--- src/rtl/tts_pkg.sv ---
// Shared constants, codes and control structs for the target smoothing table.
package tts_pkg;

  localparam int TABLE_ENTRIES = 64;
  localparam int IDX_W         = (TABLE_ENTRIES > 1) ? $clog2(TABLE_ENTRIES) : 1;

  localparam int KEY_W    = 16;
  localparam int WGT_W    = 16;
  localparam int COMP_W   = 32;
  localparam int STAMP_W  = 64;
  localparam int N_COMP   = 6;
  localparam int COMP_CW  = 3;
  localparam int STAMP_LO = N_COMP * COMP_W;
  localparam int ROW_W    = STAMP_LO + STAMP_W;

  localparam logic [WGT_W-1:0] KEEP_WEIGHT_RST = 16'd52429;

  localparam logic FUNC_UPDATE = 1'b0;
  localparam logic FUNC_READ   = 1'b1;

  typedef enum logic [2:0] {
    ST_UPDATED   = 3'd0,
    ST_CREATED   = 3'd1,
    ST_FOUND     = 3'd2,
    ST_NOT_FOUND = 3'd3,
    ST_FULL      = 3'd4
  } status_t;

  // controller -> datapath
  typedef struct packed {
    logic               load;     // capture transaction, clear search flags
    logic               scan_rd;  // read key memory at idx
    logic [IDX_W-1:0]   idx;
    logic               row_rd;   // read data row of the hit entry
    logic               res_row;  // result <= fetched row
    logic               res_zero; // result <= zeros
    logic               create;   // write raw row into the free entry
    logic               mul_en;   // product for component comp
    logic               acc_en;   // add back product of previous component
    logic [COMP_CW-1:0] comp;
    logic               wr_upd;   // write smoothed row back to the hit entry
    status_t            code;
  } cmd_t;

  // datapath -> controller
  typedef struct packed {
    logic hit;
    logic free;
    logic func;
  } sts_t;

endpackage

--- src/rtl/tts_ctrl.sv ---
// Controller: sequences key scan, row fetch, smoothing and write-back.
module tts_ctrl
  import tts_pkg::*;
(
  input  logic clk,
  input  logic rst_n,
  input  logic start,
  output logic busy,
  output logic out_valid,
  input  sts_t sts,
  output cmd_t cmd
);

  typedef enum logic [2:0] {
    S_IDLE,
    S_SCAN,
    S_SCAN_END,
    S_DECIDE,
    S_FETCH,
    S_CALC,
    S_WRITE
  } state_t;

  localparam logic [IDX_W-1:0]   LAST_IDX  = IDX_W'(TABLE_ENTRIES - 1);
  localparam logic [COMP_CW-1:0] LAST_COMP = COMP_CW'(N_COMP);

  state_t             state_r, state_nxt;
  logic [IDX_W-1:0]   cnt_r, cnt_nxt;
  logic [COMP_CW-1:0] comp_r, comp_nxt;
  logic               out_valid_r, out_valid_nxt;

  always_comb begin
    state_nxt     = state_r;
    cnt_nxt       = cnt_r;
    comp_nxt      = comp_r;
    out_valid_nxt = 1'b0;
    cmd           = '0;
    cmd.idx       = cnt_r;
    cmd.comp      = comp_r;
    cmd.code      = ST_UPDATED;
    case (state_r)
      S_IDLE: begin
        if (start) begin
          cmd.load  = 1'b1;
          cnt_nxt   = '0;
          state_nxt = S_SCAN;
        end
      end
      S_SCAN: begin
        cmd.scan_rd = 1'b1;
        cnt_nxt     = cnt_r + 1'b1;
        if (cnt_r == LAST_IDX) begin
          state_nxt = S_SCAN_END;
        end
      end
      S_SCAN_END: begin
        state_nxt = S_DECIDE;  // last key compare lands this cycle
      end
      S_DECIDE: begin
        if (sts.hit) begin
          cmd.row_rd = 1'b1;
          state_nxt  = S_FETCH;
        end else begin
          out_valid_nxt = 1'b1;
          state_nxt     = S_IDLE;
          if (sts.func == FUNC_READ) begin
            cmd.res_zero = 1'b1;
            cmd.code     = ST_NOT_FOUND;
          end else if (sts.free) begin
            cmd.create = 1'b1;
            cmd.code   = ST_CREATED;
          end else begin
            cmd.res_zero = 1'b1;
            cmd.code     = ST_FULL;
          end
        end
      end
      S_FETCH: begin
        if (sts.func == FUNC_READ) begin
          cmd.res_row   = 1'b1;
          cmd.code      = ST_FOUND;
          out_valid_nxt = 1'b1;
          state_nxt     = S_IDLE;
        end else begin
          cmd.res_row = 1'b1;
          comp_nxt    = '0;
          state_nxt   = S_CALC;
        end
      end
      S_CALC: begin
        // multiply component comp while adding back comp-1
        cmd.mul_en = (comp_r != LAST_COMP);
        cmd.acc_en = (comp_r != '0);
        comp_nxt   = comp_r + 1'b1;
        if (comp_r == LAST_COMP) begin
          state_nxt = S_WRITE;
        end
      end
      S_WRITE: begin
        cmd.wr_upd    = 1'b1;
        cmd.code      = ST_UPDATED;
        out_valid_nxt = 1'b1;
        state_nxt     = S_IDLE;
      end
      default: begin
        state_nxt = S_IDLE;
      end
    endcase
  end

  always_ff @(posedge clk) begin
    if (!rst_n) begin
      state_r     <= S_IDLE;
      cnt_r       <= '0;
      comp_r      <= '0;
      out_valid_r <= 1'b0;
    end else begin
      state_r     <= state_nxt;
      cnt_r       <= cnt_nxt;
      comp_r      <= comp_nxt;
      out_valid_r <= out_valid_nxt;
    end
  end

  assign busy      = (state_r != S_IDLE);
  assign out_valid = out_valid_r;

endmodule

--- config.mk ---
export PLATFORM = sky130hd
export DESIGN_NAME = tts_ctrl
export DESIGN_NICKNAME = d
export VERILOG_FILES = /design/src/rtl/tts_pkg.sv /design/src/rtl/tts_ctrl.sv
export SDC_FILE = /design/constraint.sdc
export NUM_CORES = 1
export LEC_CHECK = 0
export BUFFER_PORTS_ARGS = -buffer_cell sky130_fd_sc_hd__buf_2
export CAP_MARGIN = 20
export CORE_MARGIN = 2
export CORE_UTILIZATION = 39
export CTS_BUF_LIST = sky130_fd_sc_hd__clkbuf_2
export CTS_CLUSTER_DIAMETER = 50
export CTS_CLUSTER_SIZE = 12
export DETAILED_ROUTE_END_ITERATION = 8
export PLACE_DENSITY_LB_ADDON = 0.25
export SETUP_SLACK_MARGIN = 0.1
export SKIP_LAST_GASP = 1
export SLEW_MARGIN = 30
export SYNTH_ARGS = -nofsm -noshare
export SYNTH_HDL_FRONTEND = slang
export SYNTH_SLANG_ARGS = --single-unit
--- constraint.sdc ---
create_clock -name clk -period 1.98 [get_ports clk]
set_input_delay 0.099 -clock clk [delete_from_list [all_inputs] [get_ports clk]]
set_output_delay 0.099 -clock clk [all_outputs]
set_load 0.01 [all_outputs]
# After elaboration in Yosys (flattened, before gate mapping)
# Cells that the tools add are included.
[classes] add_sub_neg=2 n_eq_ne=13 mux=32 reduce_logical=8
[op_table] op="$mux 3" count=9
[op_table] op="$pmux 3 s6" count=1
[op_table] op="$mux 1" count=13
[op_table] op="$eq 3x3->1 const B" count=4
[op_table] op="$pmux 3 s2" count=2
[op_table] op="$pmux 6 s2" count=1
[op_table] op="$mux 2" count=4
[op_table] op="$ne 2x2->1 const B" count=4
[op_table] op="$add 6x1->6 const B" count=1
[op_table] op="$eq 3x2->1 const B" count=2
[op_table] op="$eq 6x6->1 const B" count=1
[op_table] op="$mux 6" count=1
[op_table] op="$reduce_bool 3->1" count=2
[op_table] op="$reduce_and 2->1" count=2
[op_table] op="$reduce_bool 2->1" count=2
[op_table] op="$add 3x1->3 const B" count=1
[op_table] op="$eq 3x1->1 const B" count=1
[op_table] op="$logic_not 3->1" count=1
[op_table] op="$ne 3x3->1 const B" count=1
[op_table] op="$pmux 1 s3" count=1
[op_table] op="$reduce_and 3->1" count=1
[word_totals] reg_bits=13 inputBits=6 output_inout_bits=23 wordCells=59

# Logic depth before layout (Yosys ltp)
[depth] depth_word=4 depth_mapped=5 mapped_depth_nobuf=5

# Worst setup path before layout
# No wires, ideal clock.
[synth_timing] kind="register to register" startpoint="register state_r[2]" endpoint="register comp_r[0]" setup_ns=0.115 arrival_time_ns=1.273 t_required_ns=1.865 slack_ns=0.593 stages_incl_launch_ff=5 path_buffers=1 synth_period_minus_slack_ns=1.387 cell_sequence="dfxtp_1 buf_2 or4b_4 and3_1 o21a_1"
[synth_between] elab_chain_len=3
[synth_lines] element="start: declaration" line_no="tts_ctrl.sv:27" source="state_t state_r, state_nxt;"
[synth_lines] element="start signal: assignment" line_no="tts_ctrl.sv:118" source="state_r <= state_nxt;"
[synth_lines] element="$eq 3x3->1" line_no="tts_ctrl.sv:41" source="case (state_r)"
[synth_lines] element="$ne 2x2->1 (no line) or $reduce_bool 2->1 (tied branches)"
[synth_lines] element="$reduce_and 2->1 (no line)"
[synth_lines] element="end signal: assignment" line_no="tts_ctrl.sv:120" source="comp_r <= comp_nxt;"
[synth_lines] element="end: declaration" line_no="tts_ctrl.sv:29" source="logic [COMP_CW-1:0] comp_r, comp_nxt;"
# Several ways; a longest one is shown, not always the timed one.
# A chain may end at the register's enable or synchronous reset.

==> impl_metrics.tcl <==
set metrics [dict create \
    worstPathCellList "or4b_2, inv_1, buf_2" \
    timing.final.max_slew_violations 0 \
    hp-start "sts[0]" \
    clkSlewWorstSetupHoldPaths_ns 0.14 \
    area_growth_pct 24.1 \
    synth.largest_area_cell "dfxtp_1" \
    detail-route-antenna-nets 0 \
    r2r_start "cnt_r[0]" \
    cp.arrival_ns 1.62 \
    critPathCaptureType "output pin" \
    wl_um 1970 \
    hold_slack_ns 0.101 \
    root_buffer "clkbuf_2" \
    antennaDiodeCount 0 \
    die_x_um 49.5 \
    relSlewSlack_pct 64.0 \
    htree_levels 1 \
    cp_slowest_cell "or4b_2" \
    finalSetupViolCount 0 \
    rsz0062_at_grt "no" \
    p_total_uw 482 \
    fin_cells 156 \
    grt_pass1_wl_um 3300 \
    vias 812 \
    antenna_found_initial 0 \
    reg2reg_to "cnt_r[2]" \
    clk_latency_ns 0.29 \
    synth_top_cell_area_share_pct 32.3 \
    worst_clock_skew_ns 0.00552 \
    timing.critical_path.from "state_r[1]" \
    netlist-cell-type-count 37 \
    synth_seq_cells 13 \
    drc 0 \
    ir_worst_vdd_mv 0.289 \
    synth_nets 110 \
    worst_slew_pin_slew_ns 0.535 \
    start_util_pct 41.1 \
    ff2ff_setup_slack_ns 0.45 \
    max_freq_ghz 0.582 \
    run_status "completed" \
    reg2reg_depth 4 \
    place_area_um2 973 \
    yosys_most_used_dff "dfxtp_1" \
    rows 16 \
    syn_area_um2 806 \
    leakage_uw 0.000482 \
    gp_congestion 0.752 \
    critPathRequiredTime_ns 1.88 \
    drt_iter0_drc 12 \
    drtPass1Iterations 4 \
    timing.final.crit_share_pct 86.7 \
    avgSynthCellArea_um2 8.06 \
    final_nets 140 \
    cts_tree "done" \
    grt_max_degree 18 \
    coreArea_mm2 0.00196 \
    hpwlAfterDp_um 1460 \
    slowest_delay_ns 0.72 \
    dieArea_mm2 0.00245 \
    yosysSeqAreaShare_pct 32.3 \
    synth_area_leaders "dfxtp_1 32%, ha_1 6.2%, a21oi_1 4.3%, nand3_1 4.3%, nand2_1 3.7%" \
    overflow 0 \
    drv_cap 0 \
    numCtsBuffers 3 \
    postCtsSetupBuffers 0 \
    hp-class "primary input to flop" \
    layout-drive-gt1-share_pct 31.8 \
    cp-endpoint "cmd[20]" \
    dp_cells 152 \
    grt_pass1_vias 731 \
    clock_path_buffers 2 \
    p_per_area_mw_per_mm2 482 \
    port_buffers 28 \
    async_flop_share_pct 0 \
    critPathLaunchType "flop" \
    track_usage_pct 17.3 \
    vias_per_cell 5.21 \
    hold_viol 0 \
    finalSetupTns_ns 0 \
    die_h_um 49.5 \
    drt-wirelength-per-cell_um 12.6 \
    path_class "flop to output pin" \
    cts.sinks 13 \
    synth_edf_count 0 \
    postLayoutCellArea_um2 1000 \
    yosys_warnings 0 \
    io-pin-count 29 \
    path_max_fanout 17 \
    synthCells 100 \
    period_minus_slack_ns 1.72 \
]
## logic make-up after synthesis
logic type / Yosys count / synth area share, %
AOI/OAI and AO/OA: 22 / 19.3
xor gates and xnor gates: 1 / 1.09
adders and majority gates: 4 / 6.21
buffers and inverters: 13 / 6.52
DFF: 13 / 32.3
muxes: 1 / 1.24
and+or+nand+nor: 46 / 33.4
## worst min-delay path by stage
stage,cells past startpoint,slack (ns),to
3_3_place_gp,3,0.41,out_valid
5_1_grt,2,0.11,comp_r[0]
2_1_floorplan,2,0.24,out_valid
6_report,3,0.10,out_valid
4_1_cts,2,0.10,state_r[0]
3_5_place_dp,3,0.42,out_valid
## placed cells by master (no fill, tap or decap), types with 4 or more instances in the layout
cell     count
ha_1         4
a21oi_1      7
inv_1        7
buf_2       28
nand2_1      8
nand3_1      7
nor2_1       8
dfxtp_1     10
## per-layer routing
metal  GRT usage (%)  wire (um)  up-vias
li1                -          -      420
met1            22.1        897      376
met2            28.2        974       12
met5               0          0        -
met3            3.33         69        4
met4            8.33         31        0
## where the power goes
part	internal [uW]	switching, uW	leakage [uW]
clock	45.7	97.5	0.0000164
sequential	265	8.86	0.000107
combinational	27.7	37.2	0.000359
total	339	144	0.000482
## cell type report
| cell class | instances | area (um^2) |
|---|---|---|
| fill | 206 | 962 |
| clock buffer | 3 | 15.0 |
| tap | 27 | 33.8 |
| timing repair buffer | 30 | 155 |
| clock inverter | 1 | 5.00 |
| sequential | 13 | 267 |
| inverter | 8 | 31.3 |
| multi-input combinational | 74 | 493 |
## flip-flops by register name, summed over array words and instances, names as in the netlist
signal	count
cnt_r	6
comp_r	3
state_r	3
out_valid	1
## per-stage QoR
step	util [%]	setup WS [ns]
after floorplan	-	0.593
after global placement	49.6	0.451
after detailed placement	49.6	0.427
after CTS	50.7	0.140
after global routing	51.0	0.167
final	51.0	0.262
## Yosys cell counts (2+ instances only)
cell type and n:
nor3_1 2, ha_1 4, a21oi_1 7, nor3b_1 3, o31ai_1 3, clkbuf_1 2
and3_1 3, nand3_1 7, buf_2 2, inv_1 7, dfxtp_1 13, nand4b_1 2
o21a_1 2, a311oi_1 2, or3_1 3, nand2_1 8, nor2_1 8, nand3b_1 3
## worst max-delay path: cells and delay by family, from the launching register on
kind                   cells  cell delay (ns)
buffers and inverters      2             0.19
flip-flops                 1             0.42
AND/OR/NAND/NOR            1             0.72
## timing repair
| action | CTS | global route |
|---|---|---|
| pin swaps | 0 | 0 |
| gates resized for setup | 1 | 3 |
| hold buffers | 0 | 0 |
| endpoints found under the setup margin | 1 | 2 |
(Power assumes the default switching activity.)
